===== src/rtl/core/chc_pkg.sv =====
// ----------------------------------------------------------------------------
// chc_pkg: shared types and constants for the cartridge header checker
// Header address map, result record and ROM size code decode.
// ----------------------------------------------------------------------------
package chc_pkg;

	localparam int unsigned ADDR_W = 16;

	// Header address map
	localparam logic [ADDR_W-1:0] TITLE_FIRST = 16'h0134;
	localparam logic [ADDR_W-1:0] TITLE_LAST  = 16'h0143;
	localparam logic [ADDR_W-1:0] MAKER_GUARD = 16'h013E;
	localparam logic [ADDR_W-1:0] MAKER_FIRST = 16'h013F;
	localparam logic [ADDR_W-1:0] MAKER_LAST  = 16'h0142;
	localparam logic [ADDR_W-1:0] HSUM_FIRST  = 16'h0134;
	localparam logic [ADDR_W-1:0] HSUM_LAST   = 16'h014C;
	localparam logic [ADDR_W-1:0] HSUM_ADDR   = 16'h014D;
	localparam logic [ADDR_W-1:0] GSUM_HI     = 16'h014E;
	localparam logic [ADDR_W-1:0] GSUM_LO     = 16'h014F;
	localparam logic [ADDR_W-1:0] CODES_FIRST = 16'h0146;
	localparam logic [ADDR_W-1:0] CODES_LAST  = 16'h014B;
	localparam logic [ADDR_W-1:0] CODES_BASE  = 16'h0145;

	localparam logic [7:0] HIGH_BIT_MASK = 8'h80;

	// ROM size codes outside the power-of-two range
	localparam logic [7:0] ROM_CODE_72 = 8'h52;
	localparam logic [7:0] ROM_CODE_80 = 8'h53;
	localparam logic [7:0] ROM_CODE_96 = 8'h54;
	localparam logic [7:0] ROM_CODE_POW_MAX = 8'h07;

	// 16384-byte banks
	localparam int unsigned BANK_SHIFT = 14;
	localparam int unsigned BANKS_W = 9;
	localparam int unsigned EXPECT_W = BANKS_W + BANK_SHIFT;

	// Captured header bytes: 0x143, then 0x146..0x14B
	localparam int unsigned HDR_BYTES = 7;
	localparam int unsigned HDR_IDX_W = 3;
	localparam logic [HDR_IDX_W-1:0] HDR_COLOR   = 3'd0;
	localparam logic [HDR_IDX_W-1:0] HDR_SUPER   = 3'd1;
	localparam logic [HDR_IDX_W-1:0] HDR_KIND    = 3'd2;
	localparam logic [HDR_IDX_W-1:0] HDR_ROM     = 3'd3;
	localparam logic [HDR_IDX_W-1:0] HDR_RAM     = 3'd4;
	localparam logic [HDR_IDX_W-1:0] HDR_REGION  = 3'd5;
	localparam logic [HDR_IDX_W-1:0] HDR_LICENSE = 3'd6;

	typedef logic [7:0] hdr_bytes_t [HDR_BYTES];

	typedef struct packed {
		logic       size_ok;
		logic       header_ok;
		logic       global_ok;
		logic [4:0] title_length;
		logic [2:0] maker_length;
		logic [7:0] color_flag;
		logic [7:0] super_flag;
		logic [7:0] cart_kind;
		logic [7:0] rom_size_code;
		logic [7:0] ram_size_code;
		logic [7:0] region_code;
		logic [7:0] licensee_code;
	} chc_result_t;

	// Bank count for a ROM size code; zero for unknown codes
	function automatic logic [BANKS_W-1:0] banks_of(input logic [7:0] code);
		logic [BANKS_W-1:0] banks;
		banks = '0;
		if (code <= ROM_CODE_POW_MAX) begin
			banks = BANKS_W'(2) << code[2:0];
		end else if (code == ROM_CODE_72) begin
			banks = BANKS_W'(72);
		end else if (code == ROM_CODE_80) begin
			banks = BANKS_W'(80);
		end else if (code == ROM_CODE_96) begin
			banks = BANKS_W'(96);
		end
		return banks;
	endfunction

endpackage


===== src/rtl/core/chc_image_if.sv =====
// ----------------------------------------------------------------------------
// chc_image_if: image byte channel
// One image byte per beat with an end-of-image marker.
// ----------------------------------------------------------------------------
interface chc_image_if;
	logic       valid;
	logic       ready;
	logic [7:0] data_byte;
	logic       last;

	modport source (output valid, output data_byte, output last, input ready);
	modport sink (input valid, input data_byte, input last, output ready);
endinterface


===== src/rtl/core/chc_result_if.sv =====
// ----------------------------------------------------------------------------
// chc_result_if: header report channel
// One report beat per image: verdicts and decoded header codes.
// ----------------------------------------------------------------------------
interface chc_result_if;
	logic       valid;
	logic       ready;
	logic       size_ok;
	logic       header_ok;
	logic       global_ok;
	logic [4:0] title_length;
	logic [2:0] maker_length;
	logic [7:0] color_flag;
	logic [7:0] super_flag;
	logic [7:0] cart_kind;
	logic [7:0] rom_size_code;
	logic [7:0] ram_size_code;
	logic [7:0] region_code;
	logic [7:0] licensee_code;

	modport source (
		output valid, input ready,
		output size_ok, output header_ok, output global_ok,
		output title_length, output maker_length,
		output color_flag, output super_flag, output cart_kind,
		output rom_size_code, output ram_size_code,
		output region_code, output licensee_code
	);
	modport sink (
		input valid, output ready,
		input size_ok, input header_ok, input global_ok,
		input title_length, input maker_length,
		input color_flag, input super_flag, input cart_kind,
		input rom_size_code, input ram_size_code,
		input region_code, input licensee_code
	);
endinterface


===== src/rtl/core/chc_accum.sv =====
// ----------------------------------------------------------------------------
// chc_accum: per-image running state
// Address counter, checksums, length counters and header byte capture.
// Report fields come from the updated state; state clears after a last beat.
// ----------------------------------------------------------------------------
module chc_accum #(
	parameter int unsigned COUNTER_BITS = 23
) (
	input  logic                 clk,
	input  logic                 arst_n,
	input  logic                 step,
	input  logic [7:0]           data_byte,
	input  logic                 last,
	output chc_pkg::chc_result_t res
);
	import chc_pkg::*;

	localparam int unsigned CMP_W = (COUNTER_BITS + 1 > EXPECT_W) ? COUNTER_BITS + 1 : EXPECT_W;
	localparam logic [COUNTER_BITS-1:0] CNT_MAX = '1;

	logic [COUNTER_BITS-1:0] addr_q, addr_n;
	logic [7:0]  head_sum_q, head_sum_n;
	logic [15:0] whole_sum_q, whole_sum_n;
	logic [7:0]  st_head_q, st_head_n;
	logic [15:0] st_whole_q, st_whole_n;
	logic [4:0]  title_cnt_q, title_cnt_n;
	logic        title_stop_q, title_stop_n;
	logic [2:0]  maker_cnt_q, maker_cnt_n;
	logic        maker_stop_q, maker_stop_n;
	hdr_bytes_t  hdr_q, hdr_n;

	logic                saturated;
	logic [ADDR_W-1:0]   addr_lo;
	logic                addr_hi_zero;
	logic [BANKS_W-1:0]  banks;
	logic [CMP_W-1:0]    expect_len;
	logic [CMP_W-1:0]    seen_len;

	// Header addresses all fit in 16 bits; upper bits must be clear to match
	assign addr_lo      = addr_q[ADDR_W-1:0];
	assign addr_hi_zero = (COUNTER_BITS == ADDR_W) ? 1'b1
		: ((addr_q >> ADDR_W) == '0);
	assign saturated    = (addr_q == CNT_MAX);

	always_comb begin
		addr_n       = saturated ? addr_q : addr_q + COUNTER_BITS'(1);
		head_sum_n   = head_sum_q;
		whole_sum_n  = whole_sum_q;
		st_head_n    = st_head_q;
		st_whole_n   = st_whole_q;
		title_cnt_n  = title_cnt_q;
		title_stop_n = title_stop_q;
		maker_cnt_n  = maker_cnt_q;
		maker_stop_n = maker_stop_q;
		hdr_n        = hdr_q;

		if (addr_hi_zero && addr_lo >= TITLE_FIRST && addr_lo <= TITLE_LAST) begin
			if (data_byte == 8'h00 || (data_byte & HIGH_BIT_MASK) != 8'h00) begin
				title_stop_n = 1'b1;
			end else if (!title_stop_q) begin
				title_cnt_n = title_cnt_q + 5'd1;
			end
		end
		if (addr_hi_zero && addr_lo == MAKER_GUARD && data_byte != 8'h00) begin
			maker_stop_n = 1'b1;
		end
		if (addr_hi_zero && addr_lo >= MAKER_FIRST && addr_lo <= MAKER_LAST) begin
			if (data_byte == 8'h00) begin
				maker_stop_n = 1'b1;
			end else if (!maker_stop_q) begin
				maker_cnt_n = maker_cnt_q + 3'd1;
			end
		end
		if (addr_hi_zero && addr_lo >= HSUM_FIRST && addr_lo <= HSUM_LAST) begin
			head_sum_n = head_sum_q - data_byte - 8'd1;
		end
		if (addr_hi_zero && addr_lo == HSUM_ADDR) begin
			st_head_n = data_byte;
		end
		if (addr_hi_zero && addr_lo == GSUM_HI) begin
			st_whole_n = {data_byte, st_whole_q[7:0]};
		end else if (addr_hi_zero && addr_lo == GSUM_LO) begin
			st_whole_n = {st_whole_q[15:8], data_byte};
		end else begin
			whole_sum_n = whole_sum_q + {8'h00, data_byte};
		end
		if (addr_hi_zero && addr_lo == TITLE_LAST) begin
			hdr_n[HDR_COLOR] = data_byte;
		end else if (addr_hi_zero && addr_lo >= CODES_FIRST && addr_lo <= CODES_LAST) begin
			hdr_n[HDR_IDX_W'(addr_lo - CODES_BASE)] = data_byte;
		end
	end

	// Size check: image length against bank count of the ROM code
	assign banks      = banks_of(hdr_n[HDR_ROM]);
	assign expect_len = CMP_W'({banks, BANK_SHIFT'(0)});
	assign seen_len   = CMP_W'(addr_q) + CMP_W'(1);

	always_comb begin
		res.size_ok       = !saturated && (banks != '0) && (seen_len == expect_len);
		res.header_ok     = (head_sum_n == st_head_n);
		res.global_ok     = (whole_sum_n == st_whole_n);
		res.title_length  = title_cnt_n;
		res.maker_length  = maker_cnt_n;
		res.color_flag    = hdr_n[HDR_COLOR];
		res.super_flag    = hdr_n[HDR_SUPER];
		res.cart_kind     = hdr_n[HDR_KIND];
		res.rom_size_code = hdr_n[HDR_ROM];
		res.ram_size_code = hdr_n[HDR_RAM];
		res.region_code   = hdr_n[HDR_REGION];
		res.licensee_code = hdr_n[HDR_LICENSE];
	end

	always_ff @(posedge clk or negedge arst_n) begin
		if (!arst_n) begin
			addr_q       <= '0;
			head_sum_q   <= '0;
			whole_sum_q  <= '0;
			st_head_q    <= '0;
			st_whole_q   <= '0;
			title_cnt_q  <= '0;
			title_stop_q <= 1'b0;
			maker_cnt_q  <= '0;
			maker_stop_q <= 1'b0;
			for (int i = 0; i < HDR_BYTES; i++) begin
				hdr_q[i] <= '0;
			end
		end else if (step) begin
			if (last) begin
				addr_q       <= '0;
				head_sum_q   <= '0;
				whole_sum_q  <= '0;
				st_head_q    <= '0;
				st_whole_q   <= '0;
				title_cnt_q  <= '0;
				title_stop_q <= 1'b0;
				maker_cnt_q  <= '0;
				maker_stop_q <= 1'b0;
				for (int i = 0; i < HDR_BYTES; i++) begin
					hdr_q[i] <= '0;
				end
			end else begin
				addr_q       <= addr_n;
				head_sum_q   <= head_sum_n;
				whole_sum_q  <= whole_sum_n;
				st_head_q    <= st_head_n;
				st_whole_q   <= st_whole_n;
				title_cnt_q  <= title_cnt_n;
				title_stop_q <= title_stop_n;
				maker_cnt_q  <= maker_cnt_n;
				maker_stop_q <= maker_stop_n;
				hdr_q        <= hdr_n;
			end
		end
	end

endmodule


===== src/rtl/core/chc_result_reg.sv =====
// ----------------------------------------------------------------------------
// chc_result_reg: report output register
// Holds one report beat until the sink takes it.
// ----------------------------------------------------------------------------
module chc_result_reg (
	input  logic                 clk,
	input  logic                 arst_n,
	input  logic                 load,
	input  chc_pkg::chc_result_t res_d,
	output logic                 busy,
	chc_result_if.source         report
);
	import chc_pkg::*;

	logic        valid_q;
	chc_result_t res_q;

	// Held and not taken this cycle: a new load would overwrite it
	assign busy = valid_q && !report.ready;

	always_ff @(posedge clk or negedge arst_n) begin
		if (!arst_n) begin
			valid_q <= 1'b0;
		end else if (load) begin
			valid_q <= 1'b1;
		end else if (report.ready) begin
			valid_q <= 1'b0;
		end
	end

	always_ff @(posedge clk) begin
		if (load) begin
			res_q <= res_d;
		end
	end

	assign report.valid         = valid_q;
	assign report.size_ok       = res_q.size_ok;
	assign report.header_ok     = res_q.header_ok;
	assign report.global_ok     = res_q.global_ok;
	assign report.title_length  = res_q.title_length;
	assign report.maker_length  = res_q.maker_length;
	assign report.color_flag    = res_q.color_flag;
	assign report.super_flag    = res_q.super_flag;
	assign report.cart_kind     = res_q.cart_kind;
	assign report.rom_size_code = res_q.rom_size_code;
	assign report.ram_size_code = res_q.ram_size_code;
	assign report.region_code   = res_q.region_code;
	assign report.licensee_code = res_q.licensee_code;

endmodule


===== src/rtl/core/cartridge_header_checker_top.sv =====
// ----------------------------------------------------------------------------
// cartridge_header_checker_top: cartridge header checker
// Streams a cartridge image and reports header/global checksum verdicts,
// image size verdict, title/maker lengths and header codes.
// ----------------------------------------------------------------------------
//
//   channel   dir   beat contents                           per image
//   -------   ---   -------------------------------------   ---------
//   image     in    data_byte[7:0], last                    N beats
//   report    out   verdicts, lengths, seven header codes   1 beat
//
// One image byte per cycle sustained while stage 1 is not stalled. A beat is
// registered in stage 1 and then folded into the running state; on the last
// beat the report lands in the output register, which drives report valid.
// Stage 1 stalls only while it holds a last beat and the previous report is
// still held by the sink; non-last beats never wait on the sink.
// Reset clears all running state; after every last beat the state clears
// again, so the next beat is address zero of a new image.
//
module cartridge_header_checker_top #(
	parameter int unsigned COUNTER_BITS = 23
) (
	input logic          clk,
	input logic          arst_n,
	chc_image_if.sink    image,
	chc_result_if.source report
);
	import chc_pkg::*;

	// Stage 1: input register
	logic       valid_s1;
	logic [7:0] byte_s1;
	logic       last_s1;

	logic        out_busy;
	logic        advance;
	logic        step;
	chc_result_t res;

	// A last beat needs room in the output register; others never wait
	assign advance     = !(last_s1 && out_busy);
	assign step        = valid_s1 && advance;
	assign image.ready = !valid_s1 || advance;

	always_ff @(posedge clk or negedge arst_n) begin
		if (!arst_n) begin
			valid_s1 <= 1'b0;
		end else if (image.ready) begin
			valid_s1 <= image.valid;
		end
	end

	always_ff @(posedge clk) begin
		if (image.valid && image.ready) begin
			byte_s1 <= image.data_byte;
			last_s1 <= image.last;
		end
	end

	// Running checksums, counters and header capture
	chc_accum #(
		.COUNTER_BITS(COUNTER_BITS)
	) u_accum (
		.clk       (clk),
		.arst_n    (arst_n),
		.step      (step),
		.data_byte (byte_s1),
		.last      (last_s1),
		.res       (res)
	);

	// Report register toward the sink
	chc_result_reg u_result (
		.clk    (clk),
		.arst_n (arst_n),
		.load   (step && last_s1),
		.res_d  (res),
		.busy   (out_busy),
		.report (report)
	);

	// A processed last beat always yields a report next cycle
	a_last_gives_report: assert property (@(posedge clk) disable iff (!arst_n)
		(step && last_s1) |=> report.valid)
		else $error("last beat did not produce a report");

	// A pending last beat never overwrites a held report
	a_no_overwrite: assert property (@(posedge clk) disable iff (!arst_n)
		(valid_s1 && last_s1 && out_busy) |-> (!step && !image.ready))
		else $error("last beat advanced over a held report");

	// Empty stage 1 always takes a beat
	a_empty_ready: assert property (@(posedge clk) disable iff (!arst_n)
		!valid_s1 |-> image.ready)
		else $error("stage 1 empty but not ready");

	// Length counters stay within header field sizes
	a_len_range: assert property (@(posedge clk) disable iff (!arst_n)
		report.valid |-> (report.title_length <= 5'd16 && report.maker_length <= 3'd4))
		else $error("length out of range");

endmodule

===== src/flat_wrapper.sv =====
// flat-port wrapper written by rule: the top's interface ports become plain ports
module cartridge_header_checker_top_flat import chc_pkg::*;
#(
	parameter int unsigned COUNTER_BITS = 23
)
  (clk, arst_n, image_valid, image_data_byte, image_last, image_ready, report_valid, report_ready, report_size_ok, report_header_ok, report_global_ok, report_title_length, report_maker_length, report_color_flag, report_super_flag, report_cart_kind, report_rom_size_code, report_ram_size_code, report_region_code, report_licensee_code);
  chc_image_if image_i ();
  chc_result_if report_i ();
  input logic clk;
  input logic arst_n;
  input wire logic [$bits(image_i.valid)-1:0] image_valid;
  input wire logic [$bits(image_i.data_byte)-1:0] image_data_byte;
  input wire logic [$bits(image_i.last)-1:0] image_last;
  output wire logic [$bits(image_i.ready)-1:0] image_ready;
  output wire logic [$bits(report_i.valid)-1:0] report_valid;
  input wire logic [$bits(report_i.ready)-1:0] report_ready;
  output wire logic [$bits(report_i.size_ok)-1:0] report_size_ok;
  output wire logic [$bits(report_i.header_ok)-1:0] report_header_ok;
  output wire logic [$bits(report_i.global_ok)-1:0] report_global_ok;
  output wire logic [$bits(report_i.title_length)-1:0] report_title_length;
  output wire logic [$bits(report_i.maker_length)-1:0] report_maker_length;
  output wire logic [$bits(report_i.color_flag)-1:0] report_color_flag;
  output wire logic [$bits(report_i.super_flag)-1:0] report_super_flag;
  output wire logic [$bits(report_i.cart_kind)-1:0] report_cart_kind;
  output wire logic [$bits(report_i.rom_size_code)-1:0] report_rom_size_code;
  output wire logic [$bits(report_i.ram_size_code)-1:0] report_ram_size_code;
  output wire logic [$bits(report_i.region_code)-1:0] report_region_code;
  output wire logic [$bits(report_i.licensee_code)-1:0] report_licensee_code;
  assign image_i.valid = image_valid;
  assign image_i.data_byte = image_data_byte;
  assign image_i.last = image_last;
  assign image_ready = image_i.ready;
  assign report_valid = report_i.valid;
  assign report_i.ready = report_ready;
  assign report_size_ok = report_i.size_ok;
  assign report_header_ok = report_i.header_ok;
  assign report_global_ok = report_i.global_ok;
  assign report_title_length = report_i.title_length;
  assign report_maker_length = report_i.maker_length;
  assign report_color_flag = report_i.color_flag;
  assign report_super_flag = report_i.super_flag;
  assign report_cart_kind = report_i.cart_kind;
  assign report_rom_size_code = report_i.rom_size_code;
  assign report_ram_size_code = report_i.ram_size_code;
  assign report_region_code = report_i.region_code;
  assign report_licensee_code = report_i.licensee_code;
  cartridge_header_checker_top #(.COUNTER_BITS(COUNTER_BITS)) u_core (.clk(clk), .arst_n(arst_n), .image(image_i), .report(report_i));
endmodule

===== config.mk =====
export PLATFORM = sky130hd
export DESIGN_NAME = cartridge_header_checker_top_flat
export DESIGN_NICKNAME = d
export VERILOG_FILES = /design/src/rtl/core/chc_pkg.sv /design/src/rtl/core/chc_image_if.sv /design/src/rtl/core/chc_result_if.sv /design/src/rtl/core/chc_accum.sv /design/src/rtl/core/chc_result_reg.sv /design/src/rtl/core/cartridge_header_checker_top.sv /design/src/flat_wrapper.sv
export SDC_FILE = /design/constraint.sdc
export NUM_CORES = 1
export LEC_CHECK = 0
export ABC_CLOCK_PERIOD_IN_PS = 4400
export BUFFER_PORTS_ARGS = -buffer_cell sky130_fd_sc_hd__buf_4
export CAP_MARGIN = 25
export CORE_MARGIN = 3
export CORE_UTILIZATION = 55
export CTS_CLUSTER_SIZE = 14
export DETAILED_ROUTE_END_ITERATION = 8
export PLACE_DENSITY_LB_ADDON = 0.12
export SLEW_MARGIN = 25
export SYNTH_ARGS = -nofsm -noshare
export SYNTH_HDL_FRONTEND = slang
export SYNTH_SLANG_ARGS = --single-unit

===== constraint.sdc =====
create_clock -name clk -period 4.4 [get_ports clk]
set_clock_uncertainty 0.05 [all_clocks]
set_input_delay 0.66 -clock clk [delete_from_list [all_inputs] [get_ports clk]]
set_output_delay 0.66 -clock clk [all_outputs]
set_load 0.005 [all_outputs]

---- Word level (Yosys, flattened, before mapping) ----
Cells that the tools add are included.
storage, ports and cells
  output and inout bits ................... 69
  word-level logic and storage cells ...... 141
  bits in registers ....................... 215
cells by class
  eq/ne operators ......................... 13
  mux-type cells .......................... 40
  bitwise operators ....................... 1
  $add $sub $neg .......................... 8
  shift operators ......................... 1
  reductions and logical operators ........ 36
  order comparisons ....................... 10
operator list
  kind                                                                                   number
  56-bit two-way mux                                                                     2
  16-bit by 9-bit == test with 1-bit output (second input constant)                      5
  16-bit two-way mux                                                                     5
  16-bit by 9-bit <= comparator with 1-bit output (second input constant)                4
  56-bit bitwise mux                                                                     1
  8-bit two-way mux                                                                      7
  16-bit by 9-bit greater-or-equal comparator with 1-bit output (second input constant)  3
  48-bit two-way mux                                                                     1
  23-bit two-way mux                                                                     2
  23-bit by 1-bit adder with 24-bit output (second input constant)                       1
  8-bit demux with 3-bit select                                                          1
  24-bit by 23-bit == test with 1-bit output                                             1
  8-bit by 7-bit == test with 1-bit output (second input constant)                       3
  23-bit by 1-bit adder with 23-bit output (second input constant)                       1
  23-bit == test (second input constant)                                                 1
  23-bit logical NOT                                                                     1
  1-bit logical AND                                                                      21
  7-bit two-way mux                                                                      3
  5-bit two-way mux                                                                      4
  16-bit by 8-bit adder with 16-bit output                                               1
  16-bit == test                                                                         1
  3-bit two-way mux                                                                      4
  1-bit two-way mux                                                                      9
  9-bit two-way mux                                                                      1
  20 further kinds                                                                       26

---- Logic depth before layout (Yosys ltp) ----
Gate-level depths: netlist (run 1).
  word-level depth ........................ 17
  depth in mapped cells ................... 14

---- By module ----
Synthesis (run 1) repeated with hierarchy kept, for this count alone.
unflattened totals
  cells, all modules ...................... 1142
  area total of the unflattened synthesis .. 11897.7 sq um
by module, submodules not included
  module                        cells an instance  area each (sq um)  sequential area each (sq um)  instances
  chc_accum                     1056               9507.9             3428.3                        1
  chc_result_reg                70                 2057.0             2037.0                        1
  cartridge_header_checker_top  16                 332.8              295.3                         1

---- Least setup slack after synthesis (run 1) ----
OpenSTA, ideal clock, no wires.
  path kind ............................... register to register
  start point ............................. register u_core.last_s1
  end point ............................... register u_core.u_result.res_q (netlist bit u_core.u_result.report.cart_kind[0]) (enable)
  clock period less this slack ............ 4607 ps
  stages on the path, launching flop included .. 7
  required time ........................... 3853 ps
  slack ................................... -207 ps
  data arrival time ....................... 4060 ps
  path through ............................ edfxtp_1 clkbuf_1 inv_1 or3_1 nand2_1 clkbuf_1 nor2_1
on the way
  longest elaborated chain between the ends .. 4
RTL lines
  what                      RTL line                            text
  start: declaration        cartridge_header_checker_top.sv:33  logic last_s1;
  start signal: assignment  cartridge_header_checker_top.sv:56  last_s1 <= image.last;
  1-bit logical AND         cartridge_header_checker_top.sv:41  assign advance = !(last_s1 && out_busy);
  1-bit logical NOT         cartridge_header_checker_top.sv:41
  1-bit logical AND         cartridge_header_checker_top.sv:42  assign step = valid_s1 && advance;
  1-bit logical AND (*)     cartridge_header_checker_top.sv:76  .load (step && last_s1),
  via u_core.u_result.load  chc_result_reg.sv:8                 input logic load,
  end signal: assignment    chc_result_reg.sv:33                res_q <= res_d;
  end: declaration          chc_result_reg.sv:16                chc_result_t res_q;
Mark *: on every way through the listed nets, which the timed path passes. The rest lies on a longest branch.
A chain may end at the register's enable or synchronous reset.

==> results of run 1 <==
==> synth_stat cells (all sizes together), types with 13 or more instances <==
master / count / area share [%]
edfxtp: 76 / 20
mux2i: 20 / 1.7
nor3: 33 / 1.6
a21oi: 68 / 2.9
mux2: 45 / 4.3
xnor2: 43 / 3.2
nor4: 21 / 1.4
nor2: 79 / 2.5
nand2: 124 / 4.0
ha: 22 / 2.4
buf: 13 / 0.72
o21ai: 113 / 4.8
a22o: 61 / 4.6
inv: 22 / 0.71
clkbuf: 64 / 2.1
nand3: 28 / 1.2
xor2: 23 / 1.7
nor2b: 18 / 0.96
dfrtp: 139 / 30
==> critical path, cell delays in order (launching register included) <==
cell                      delay (ns)
sky130_fd_sc_hd__dfrtp_1        0.48
sky130_fd_sc_hd__inv_1          0.17
sky130_fd_sc_hd__ha_1           0.27
sky130_fd_sc_hd__xnor2_1        0.24
sky130_fd_sc_hd__nor2_1         0.18
sky130_fd_sc_hd__or4b_1         0.68
sky130_fd_sc_hd__nand3_1        0.21
sky130_fd_sc_hd__o21ai_1        0.10
sky130_fd_sc_hd__xnor2_1        0.17
sky130_fd_sc_hd__nand4_1        0.11
sky130_fd_sc_hd__or4b_1         0.50
sky130_fd_sc_hd__nor4_1         0.31
==> power groups by stage <==
stage | clock (µW) | combinational (µW) | sequential [µW]
after global placement | 0 | 952 | 2350
after global routing | 2160 | 1100 | 2350
after CTS | 2080 | 978 | 2330
after detailed placement | 0 | 968 | 2360
final | 2040 | 975 | 2330
after floorplan | 0 | 726 | 2330
==> flip-flops by register name (all words and copies together), names as in the netlist, 16 cells and up <==
| register | flops |
|---|---|
| u_core.u_accum.whole_sum_q | 16 |
| u_core.u_accum.st_whole_q | 16 |
| u_core.u_accum.hdr_q | 56 |
| u_core.u_accum.addr_q | 23 |
==> cell type report <==
cell class | count | area (µm²)
clock inverters | 11 | 114
fillers | 1687 | 7210
multi-input cells | 840 | 5530
repair buffers | 109 | 835
inverters | 22 | 82.6
flip-flops and latches | 215 | 5760
clock buffers | 35 | 693
well taps | 270 | 338
==> how the worst max path moves through the flow <==
| stage | endpoint | depth (start not counted) | startpoint |
|---|---|---|---|
| 2_1_floorplan | u_core.u_result.report.cart_kind[0] | 6 | u_core.last_s1 |
| 3_3_place_gp | u_core.u_result.report.size_ok | 11 | u_core.u_accum.addr_q[0] |
| 3_5_place_dp | u_core.u_result.report.size_ok | 11 | u_core.u_accum.addr_q[0] |
| 4_1_cts | u_core.u_result.report.size_ok | 11 | u_core.u_accum.addr_q[0] |
| 5_1_grt | u_core.u_result.report.size_ok | 11 | u_core.u_accum.addr_q[0] |
| 6_report | u_core.u_result.report.size_ok | 11 | u_core.u_accum.addr_q[0] |
==> per-layer routing <==
layer | wire (µm) | global-route usage [%] | vias to the layer above
met2 | 13800 | 41.1 | 317
met1 | 13000 | 36.8 | 4449
met4 | 493 | 6.11 | 0
li1 | - | - | 4337
met3 | 1900 | 3.57 | 41
met5 | 0 | 0 | -
==> logic make-up after synthesis <==
family	Yosys count	share of synthesized area, %
AND/OR/NAND/NOR	369	16.1
AO/OA/AOI/OAI	315	17.2
flip-flops	215	49.3
buffers and inverters	99	3.49
XOR/XNOR	67	5.14
multiplexers	65	6.06
adder cells (fa/ha/maj)	24	2.70
==> per-stage QoR <==
step	utilization (%)	hold WS [ns]	worst slack, ns
2_1_floorplan	-	0.314	0.937
3_3_place_gp	61.0	0.404	0.917
3_5_place_dp	61.0	0.413	0.807
4_1_cts	64.9	0.0912	0.790
5_1_grt	64.9	0.123	0.478
6_report	64.9	0.0653	0.725
==> results.yml, run 1 <==
grt:
  first_global_vias: 8735
  grt_antenna_before_repair: 0
  grt_start_max_net_pins: 80
  global_route.usage.total_pct: 25.5
  gr-total-overflow: 0
  grt_pass1_wl_mm: 46.7
sta:
  grt_setup_unrepaired: "no"
  max-slew-margin-rel_pct: 34.7
  timing.final.setup_violations: 0
  min_period_over_period_pct: 83.5
  finalCriticalPeriod_ns: 3.68
  worst_pin_slew_ns: 0.980
  hold_viol_final: 0
  max_freq_ghz: 0.272
  timing.setup.tns_ns: 0
  final-max-slew-violation-count: 0
synth:
  async_reset_ff_share_pct: 64.7
  synthCells: 1154
  synth_seq_cells: 215
  most_instantiated_flip_flop_cell_in_the_synthesis_netlist: "sky130_fd_sc_hd__dfrtp_1"
  synth.yosys.seq_area_share_pct: 49.3
  post_synth.cell_area_avg_um2: 10.1
  yosysUniqueCellTypes: 70
  synth_enable_flop_cells: 76
  synth_fp_nets: 1191
  area_of_the_mapped_netlist_um2: 11700
  synth_warnings: 0
power:
  irDropWorstVdd_v: 0.000320
  total_switching_power_uw: 1510
  power.share.combinational_pct: 18.3
  total_power_uw: 5340
  swShare_pct: 28.2
  seqPwrFrac_pct: 43.6
  powerDensity_nw_per_um2: 400
  total_leakage_power_uw: 0.00560
  p_int_uw: 3830
  clock_power_share_pct: 38.2
routing:
  num_vias: 9144
  dr.first_iter.drc_count: 782
  viasPerCell: 6.09
  drt_first_pass_iters: 6
  drt_drc_violations_left: 0
  finalWirelength_mm: 29.2
  postRouteAntennaNets: 0
  wl_per_cell_um: 19.4
setup_path:
  crit_fanout: 15
  worst_ep_required_time_ns: 4.67
  rrSetupSlack_ns: 0.72
  reg_to_reg_startpoint: "u_core.u_accum.addr_q[0]"
  worstReg2RegEnd: "u_core.u_result.report.size_ok"
  worstRegToRegCells: 11
  critPathKind: "flip-flop to flip-flop"
  crit_path_start_kind: "flip-flop"
  cp_capture_type: "flip-flop"
  worst_ep_arrival_time_ns: 3.95
die:
  initial_utilization_pct: 56.8
  height_of_the_chip_um: 152
  core-area_um2: 20600
  die_width_um: 152
  die_area_um2: 23000
  core.rowCount: 52
  io-pin-count: 82
clock_network:
  cts_repair_resizes: 0
  worst_skew_pair.late_latency_ns: 0.52
  clk_pin_slew_ns: 0.06
  post_cts.repair.setup_buffers: 0
  cts_stage_hold_buffer_count: 0
  cts.path.max_buffers: 3
  htreeDepth: 1
  numCtsBuffers: 25
  cts_num_sinks: 215
  cts.root.buffer_cell: "sky130_fd_sc_hd__clkbuf_16"
  cts_tree: "built"
layout:
  layout.cells.most_common: "sky130_fd_sc_hd__dfrtp_1"
  postLayoutCellArea_um2: 13400
  antenna_cells_inserted: 0
  layout.cells.non_filler: 1502
  finish.net_count: 1250
  layout.cells.most_common_list: "sky130_fd_sc_hd__dfrtp_1, sky130_fd_sc_hd__nand2_1, sky130_fd_sc_hd__o21ai_0"
  post_route_cells_drive_above_1_share_pct: 17.0
  syn_to_final_growth_pct: 14.4
place:
  finalWeightedCongestion: 0.922
  hpwl_mm: 18.6
  dp_cells: 1456
  io_buffers: 81
  place_area_um2: 12500
flow_run:
  drv.max_cap_violation_count: 0
outcome:
  run_status: "finished, final reports clean"
hold_path:
  min_path_type: "input port to asynchronous set/reset pin"
Power figures use the tool's default switching activity.
==> run 2: changes to the inputs <==
--- a/config.mk
+++ b/config.mk
@@ -5,11 +5,11 @@
 export SDC_FILE = /design/constraint.sdc
 export NUM_CORES = 1
 export LEC_CHECK = 0
-export ABC_CLOCK_PERIOD_IN_PS = 4400
+export ABC_CLOCK_PERIOD_IN_PS = 3500
 export BUFFER_PORTS_ARGS = -buffer_cell sky130_fd_sc_hd__buf_4
 export CAP_MARGIN = 25
 export CORE_MARGIN = 3
-export CORE_UTILIZATION = 55
+export CORE_UTILIZATION = 60
 export CTS_CLUSTER_SIZE = 14
 export DETAILED_ROUTE_END_ITERATION = 8
 export PLACE_DENSITY_LB_ADDON = 0.12
==> constraint.sdc (replaced) <==
create_clock -name clk -period 3.5 [get_ports clk]
set_clock_uncertainty 0.05 [all_clocks]
set_input_delay 0.525 -clock clk [delete_from_list [all_inputs] [get_ports clk]]
set_output_delay 0.525 -clock clk [all_outputs]
set_load 0.005 [all_outputs]
==> run 2 against run 1 <==
Fmax up 9.9%. Register-to-register slack got worse by 0.57 ns. Non-clock buffer count up 32. First-iteration DRC count down 7.0%. Count of clock-buffer cells in the layout is 1 higher. Critical path type unchanged. Clock power up 14%. Via count up 1.6%. Final cell count increased by 1.3%. Combinational power up 33%.
==> results.yml, run 2 (synthesis results as in run 1) <==
outcome:
  run_status: "finished, final reports clean"
routing:
  postRouteAntennaNets: 0
  viasPerCell: 6.10
  drt_drc_violations_left: 0
  drt_first_pass_iters: 6
  dr.first_iter.drc_count: 727
  finalWirelength_mm: 29.5
  wl_per_cell_um: 19.4
  num_vias: 9287
setup_path:
  rrSetupSlack_ns: 0.16
  crit_path_end: "u_core.u_result.report.size_ok"
  worstReg2RegEnd: "u_core.u_result.report.size_ok"
  worst_ep_arrival_time_ns: 3.61
  crit_fanout: 10
  reg_to_reg_startpoint: "u_core.u_accum.addr_q[2]"
  crit_path_start_kind: "flip-flop"
  cp-startpoint: "u_core.u_accum.addr_q[2]"
  worstRegToRegCells: 9
  worst_ep_required_time_ns: 3.77
  critPathKind: "flip-flop to flip-flop"
  cp_capture_type: "flip-flop"
power:
  irDropWorstVdd_v: 0.000493
  total_power_uw: 6530
  swShare_pct: 28.7
  p_int_uw: 4660
  clock_power_share_pct: 35.5
  total_leakage_power_uw: 0.00573
  powerDensity_nw_per_um2: 482
  total_switching_power_uw: 1870
  power.share.combinational_pct: 19.9
  seqPwrFrac_pct: 44.6
die:
  initial_utilization_pct: 61.8
  height_of_the_chip_um: 145
  die_width_um: 145
  core.rowCount: 50
  io-pin-count: 82
  core-area_um2: 18900
  die_area_um2: 21200
clock_network:
  clk_pin_slew_ns: 0.06
  cts.root.buffer_cell: "sky130_fd_sc_hd__clkbuf_16"
  numCtsBuffers: 24
  post_cts.repair.setup_buffers: 0
  htreeDepth: 1
  cts.path.max_buffers: 3
  cts_tree: "built"
  cts_num_sinks: 215
  worst_skew_pair.late_latency_ns: 0.51
layout:
  post_route_cells_drive_above_1_share_pct: 19.0
  largest-register: "u_core.u_accum.hdr_q"
  filler_cell_count: 1424
  syn_to_final_growth_pct: 16.0
  layout.cells.most_common_list: "sky130_fd_sc_hd__dfrtp_1, sky130_fd_sc_hd__buf_4, sky130_fd_sc_hd__nand2_1"
  antenna_cells_inserted: 0
  largestRegisters: "u_core.u_accum.hdr_q x56, u_core.u_accum.addr_q x23"
  finish.net_count: 1281
  largest_register_ffs: 56
  layout.cells.most_common: "sky130_fd_sc_hd__dfrtp_1"
  postLayoutCellArea_um2: 13500
  layout.core_utilization_pct: 71.7
grt:
  first_global_vias: 8842
  global_route.usage.total_pct: 27.5
  grt_antenna_before_repair: 0
  grt_pass1_wl_mm: 47.7
  grt_start_max_net_pins: 63
  gr-total-overflow: 0
place:
  place_area_um2: 12800
  io_buffers: 81
  finalWeightedCongestion: 0.924
  hpwl_mm: 19.6
hold_path:
  min_path_type: "input port to flip-flop"
sta:
  timing.final.setup_violations: 0
  max-slew-margin-rel_pct: 46.5
  finalCriticalPeriod_ns: 3.34
  hold_viol_final: 0
  max_freq_ghz: 0.299
  final-max-slew-violation-count: 0
  worst_pin_slew_ns: 0.795
  min_period_over_period_pct: 95.5
  grt_setup_unrepaired: "no"
flow_run:
  drv.max_cap_violation_count: 0
[run 2: layer usage]
layer / vias up / share of wire [%] / GRT usage, %
met2: 283 / 48 / 45.0
met4: 0 / 2.3 / 6.46
met5: - / 0 / 0
met3: 60 / 5.2 / 3.43
met1: 4556 / 45 / 39.8
li1: 4388 / - / -
[run 2: worst min path at each step]
stage,depth (start not counted),from,end
2_1_floorplan,0,arst_n,u_core.u_accum.addr_q[0]
3_3_place_gp,2,u_core.u_accum.st_whole_q[11],u_core.u_accum.st_whole_q[11]
3_5_place_dp,2,u_core.u_accum.st_whole_q[15],u_core.u_accum.st_whole_q[15]
4_1_cts,1,image_data_byte[3],u_core.byte_s1[3]
5_1_grt,1,image_data_byte[3],u_core.byte_s1[3]
6_report,1,image_data_byte[3],u_core.byte_s1[3]
[run 2: cell type report]
cell class / instances / area, µm² / share of cell area (%)
inverters: 22 / 82.6 / 0.610
multi-input cells: 840 / 5550 / 41.0
clock inverters: 8 / 45.0 / 0.333
well taps: 260 / 325 / 2.40
clock buffers: 36 / 677 / 5.00
repair buffers: 141 / 1100 / 8.14
flip-flops and latches: 215 / 5760 / 42.5
[run 2: stage by stage]
step	setup WS (ns)	std cells	setup TNS, ns	hold WS (ns)
floorplan	0.0374	1154	0	0.179
global placement	0.0643	1477	0	0.405
detailed placement	-0.00962	1477	-0.00962	0.414
finish	0.157	1522	0	0.143
global route	0.0116	1522	0	0.133
CTS	0.0987	1522	0	0.126
[run 2: repair_timing]
| action | in CTS | in global routing |
|---|---|---|
| hold buffers | 1 | 0 |
| endpoints found under the setup margin | 1 | 2 |
| resized for setup | 1 | 5 |
| endpoints found under the hold margin | 60 | 0 |
[run 2: critical path, stage by stage (launching register included)]
cell	delay, ns
sky130_fd_sc_hd__dfrtp_1	0.55
sky130_fd_sc_hd__nand3_1	0.29
sky130_fd_sc_hd__nor4_1	0.51
sky130_fd_sc_hd__and2_1	0.24
sky130_fd_sc_hd__nand3_1	0.10
sky130_fd_sc_hd__xor2_1	0.30
sky130_fd_sc_hd__o311a_1	0.23
sky130_fd_sc_hd__nand4_1	0.09
sky130_fd_sc_hd__or4b_1	0.50
sky130_fd_sc_hd__nor4_1	0.30
[run 2: power by group through the flow]
stage | Sequential (µW) | Combinational, µW | Clock (µW)
floorplan | 2920 | 912 | 0
global placement | 2950 | 1250 | 0
detailed placement | 2960 | 1270 | 0
CTS | 2910 | 1290 | 2360
global route | 2940 | 1440 | 2460
finish | 2910 | 1300 | 2320
==> run 3: changes to the inputs <==
--- a/config.mk
+++ b/config.mk
@@ -5,6 +5,7 @@
 export SDC_FILE = /design/constraint.sdc
 export NUM_CORES = 1
 export LEC_CHECK = 0
+export ABC_AREA = 1
 export ABC_CLOCK_PERIOD_IN_PS = 3500
 export BUFFER_PORTS_ARGS = -buffer_cell sky130_fd_sc_hd__buf_4
 export CAP_MARGIN = 25
==> run 3 against run 2 <==
Sequential cell count unchanged. First-iteration DRC count decreased by 9.1%. Cell area down 6.2%. Via count is 6.9% lower. Critical endpoint is now u_core.u_result.report.global_ok. Worst setup slack gained 0.27 ns. Core utilization down 1.2 points. Worst hold slack got worse by 0.0074 ns. Fmax grew 8.6%. Total power fell by 5.4%.
==> results.yml, run 3 <==
outcome:
  run_status: "finished, final reports clean"
synth:
  synthCells: 1208
  most_instantiated_flip_flop_cell_in_the_synthesis_netlist: "sky130_fd_sc_hd__dfrtp_1"
  yosys-top-cells-area: "sky130_fd_sc_hd__dfrtp_1, sky130_fd_sc_hd__edfxtp_1, sky130_fd_sc_hd__nand2_1"
  synth.yosys.seq_area_share_pct: 52.1
  async_reset_ff_share_pct: 64.7
  proportion_of_netlist_area_held_by_the_largest_area_contributor_pct: 31.5
  synthDominantAreaCellType: "sky130_fd_sc_hd__dfrtp_1"
  netlist_top_cells_count: "sky130_fd_sc_hd__nand2_1, sky130_fd_sc_hd__dfrtp_1, sky130_fd_sc_hd__inv_1, sky130_fd_sc_hd__o21ai_0, sky130_fd_sc_hd__edfxtp_1"
  synth_warnings: 0
  area_of_the_mapped_netlist_um2: 11100
  post_synth.cell_area_avg_um2: 9.15
  cell_with_the_most_instances_after_synthesis: "sky130_fd_sc_hd__nand2_1"
  synth_seq_cells: 215
  yosysUniqueCellTypes: 51
  synth_enable_flop_cells: 76
  synth_fp_nets: 1245
die:
  io-pin-count: 82
  die_width_um: 142
  height_of_the_chip_um: 142
  initial_utilization_pct: 61.3
  core.rowCount: 49
  core-area_um2: 18000
  die_area_um2: 20100
setup_path:
  timing.critical_path.max_delay_family: "simple AND/OR/NAND/NOR gates"
  timing.critical_path.cells: "ha_1 -> fa_1 -> nand3_1 -> nand3_1 -> nand2_1 -> nand2_1 -> a21oi_1 -> o21ai_0 -> nand2_1 -> xor2_1 -> inv_1 -> nand2_1 -> nand3_1 -> nor2_1 -> nand3_1 -> nor2_1"
  worstRegToRegCells: 16
  crit_fanout: 7
  worst_ep_required_time_ns: 3.83
  critPathSlowestCell: "sky130_fd_sc_hd__edfxtp_1"
  worstReg2RegEnd: "u_core.u_result.report.global_ok"
  critPathKind: "flip-flop to flip-flop"
  cp-startpoint: "u_core.byte_s1[0]"
  delay_of_the_slowest_cell_on_the_worst_path_ns: 0.52
  path_buf_inv: 1
  rrSetupSlack_ns: 0.42
  worst_ep_arrival_time_ns: 3.41
  cp_capture_type: "flip-flop"
  reg_to_reg_startpoint: "u_core.byte_s1[0]"
  crit_path_start_kind: "flip-flop"
grt:
  grt_pass1_wl_mm: 41.0
  grt_start_max_net_pins: 64
  grt_antenna_before_repair: 0
  first_global_vias: 8246
  global_route.usage.total_pct: 25.0
  gr-total-overflow: 0
layout:
  layout.cells.most_common_list: "sky130_fd_sc_hd__nand2_1, sky130_fd_sc_hd__dfrtp_1, sky130_fd_sc_hd__inv_1"
  layout.cells.most_common: "sky130_fd_sc_hd__nand2_1"
  finish.net_count: 1325
  largestRegisters: "u_core.u_accum.hdr_q x56, u_core.u_accum.addr_q x23"
  post_route_cells_drive_above_1_share_pct: 15.0
  largest_register_ffs: 56
  syn_to_final_growth_pct: 15.0
  largest-register: "u_core.u_accum.hdr_q"
  antenna_cells_inserted: 0
sta:
  finalCriticalPeriod_ns: 3.08
  max_freq_ghz: 0.325
  hold_viol_final: 0
  timing.setup.tns_ns: 0
  timing.final.setup_violations: 0
  max-slew-margin-rel_pct: 48.9
  min_period_over_period_pct: 87.9
  final-max-slew-violation-count: 0
  worst_pin_slew_ns: 0.767
  grt_setup_unrepaired: "no"
  timing.hold.ws_ns: 0.135
routing:
  num_vias: 8649
  postRouteAntennaNets: 0
  viasPerCell: 5.64
  wl_per_cell_um: 16.5
  drt_first_pass_iters: 6
  finalWirelength_mm: 25.3
  dr.first_iter.drc_count: 661
  drt_drc_violations_left: 0
clock_network:
  cts_repair_resizes: 0
  cts_num_sinks: 215
  worst_skew_pair.late_latency_ns: 0.52
  cts_tree: "built"
  htreeDepth: 1
  clk_pin_slew_ns: 0.07
  numCtsBuffers: 23
  cts.path.max_buffers: 3
  cts.root.buffer_cell: "sky130_fd_sc_hd__clkbuf_16"
power:
  total_power_uw: 6180
  total_leakage_power_uw: 0.00585
  clock_power_share_pct: 41.9
  powerDensity_nw_per_um2: 486
  p_int_uw: 4570
  power.share.combinational_pct: 13.2
  seqPwrFrac_pct: 44.9
  total_switching_power_uw: 1610
  swShare_pct: 26.1
  irDropWorstVdd_v: 0.000519
place:
  hpwl_mm: 16.7
  io_buffers: 81
  finalWeightedCongestion: 0.918
hold_path:
  min_path_type: "input port to flip-flop"
  holdPathStages: 1
  worst_hold_startpoint: "image_data_byte[3]"
  min_to: "u_core.byte_s1[3]"
flow_run:
  drv.max_cap_violation_count: 0
## run 3: cell count changes in the layout (fill, tap and decap cells not counted), moves of 16 or more
cell	delta
sky130_fd_sc_hd__xnor2_1	-31
sky130_fd_sc_hd__inv_1	+112
sky130_fd_sc_hd__o22ai_1	+54
sky130_fd_sc_hd__a21oi_1	-40
sky130_fd_sc_hd__a22o_1	-20
sky130_fd_sc_hd__mux2i_1	-20
sky130_fd_sc_hd__nor2_1	-16
sky130_fd_sc_hd__nand2_1	+139
sky130_fd_sc_hd__nand2_2	+19
sky130_fd_sc_hd__mux2_2	-45
sky130_fd_sc_hd__nor3_1	-17
sky130_fd_sc_hd__buf_4	-45
sky130_fd_sc_hd__nor2b_1	-18
## run 3: routing by layer
layer	part of all wire, %	global-route usage (%)	wire length (µm)	vias to the layer above
met1	45	35.3	11400	4118
met3	5.4	3.61	1370	35
met4	2.0	6.21	507	0
li1	-	-	-	4257
met2	48	41.2	12100	239
met5	0	0	0	-
## run 3: worst max-delay path by stage
stage,slack (ns),depth (start not counted),endpoint
4_1_cts,0.46,16,u_core.u_result.report.global_ok
2_1_floorplan,0.65,6,u_core.u_result.report.cart_kind[0]
3_5_place_dp,0.49,16,u_core.u_result.report.global_ok
5_1_grt,0.15,15,u_core.u_result.report.global_ok
6_report,0.42,16,u_core.u_result.report.global_ok
3_3_place_gp,0.59,15,u_core.u_result.report.global_ok
## run 3: power by group through the flow
stage | Clock, µW | Combinational, µW | Sequential [µW]
2_1_floorplan | 0 | 567 | 2800
3_3_place_gp | 0 | 799 | 2820
3_5_place_dp | 0 | 806 | 2820
4_1_cts | 2620 | 817 | 2770
5_1_grt | 2730 | 915 | 2780
6_report | 2590 | 817 | 2770
## run 3: kinds of logic after synthesis
kind of cell / after synthesis / share of synthesized area, %
compound gates: 270 / 14.7
simple gates: 456 / 19.1
xor+xnor: 52 / 4.44
buf+inv: 191 / 6.80
flops: 215 / 52.1
fa+ha+maj: 24 / 2.85
## run 3: area by class of cell
class	instances	area (µm²)
Sequential cell	215	5760
Fill cell	1387	5310
Multi-Input combinational cell	802	4550
Timing Repair Buffer	94	724
Clock buffer	29	638
Inverter	152	576
Tap cell	229	287
Clock inverter	13	174
## run 3: repair_timing
action,4_1_cts,5_1_grt
hold buffers,1,0
setup buffers,0,0
endpoints found under the hold margin,49,0
## run 3: per-stage QoR
stage          area [µm²]  util, %  worst slack, ns  cells
3_3_place_gp        11900     66.0            0.594   1491
3_5_place_dp        11900     66.0            0.490   1491
5_1_grt             12700     70.5            0.147   1534
6_report            12700     70.5            0.422   1534
2_1_floorplan       11100        -            0.646   1208
4_1_cts             12700     70.5            0.458   1534
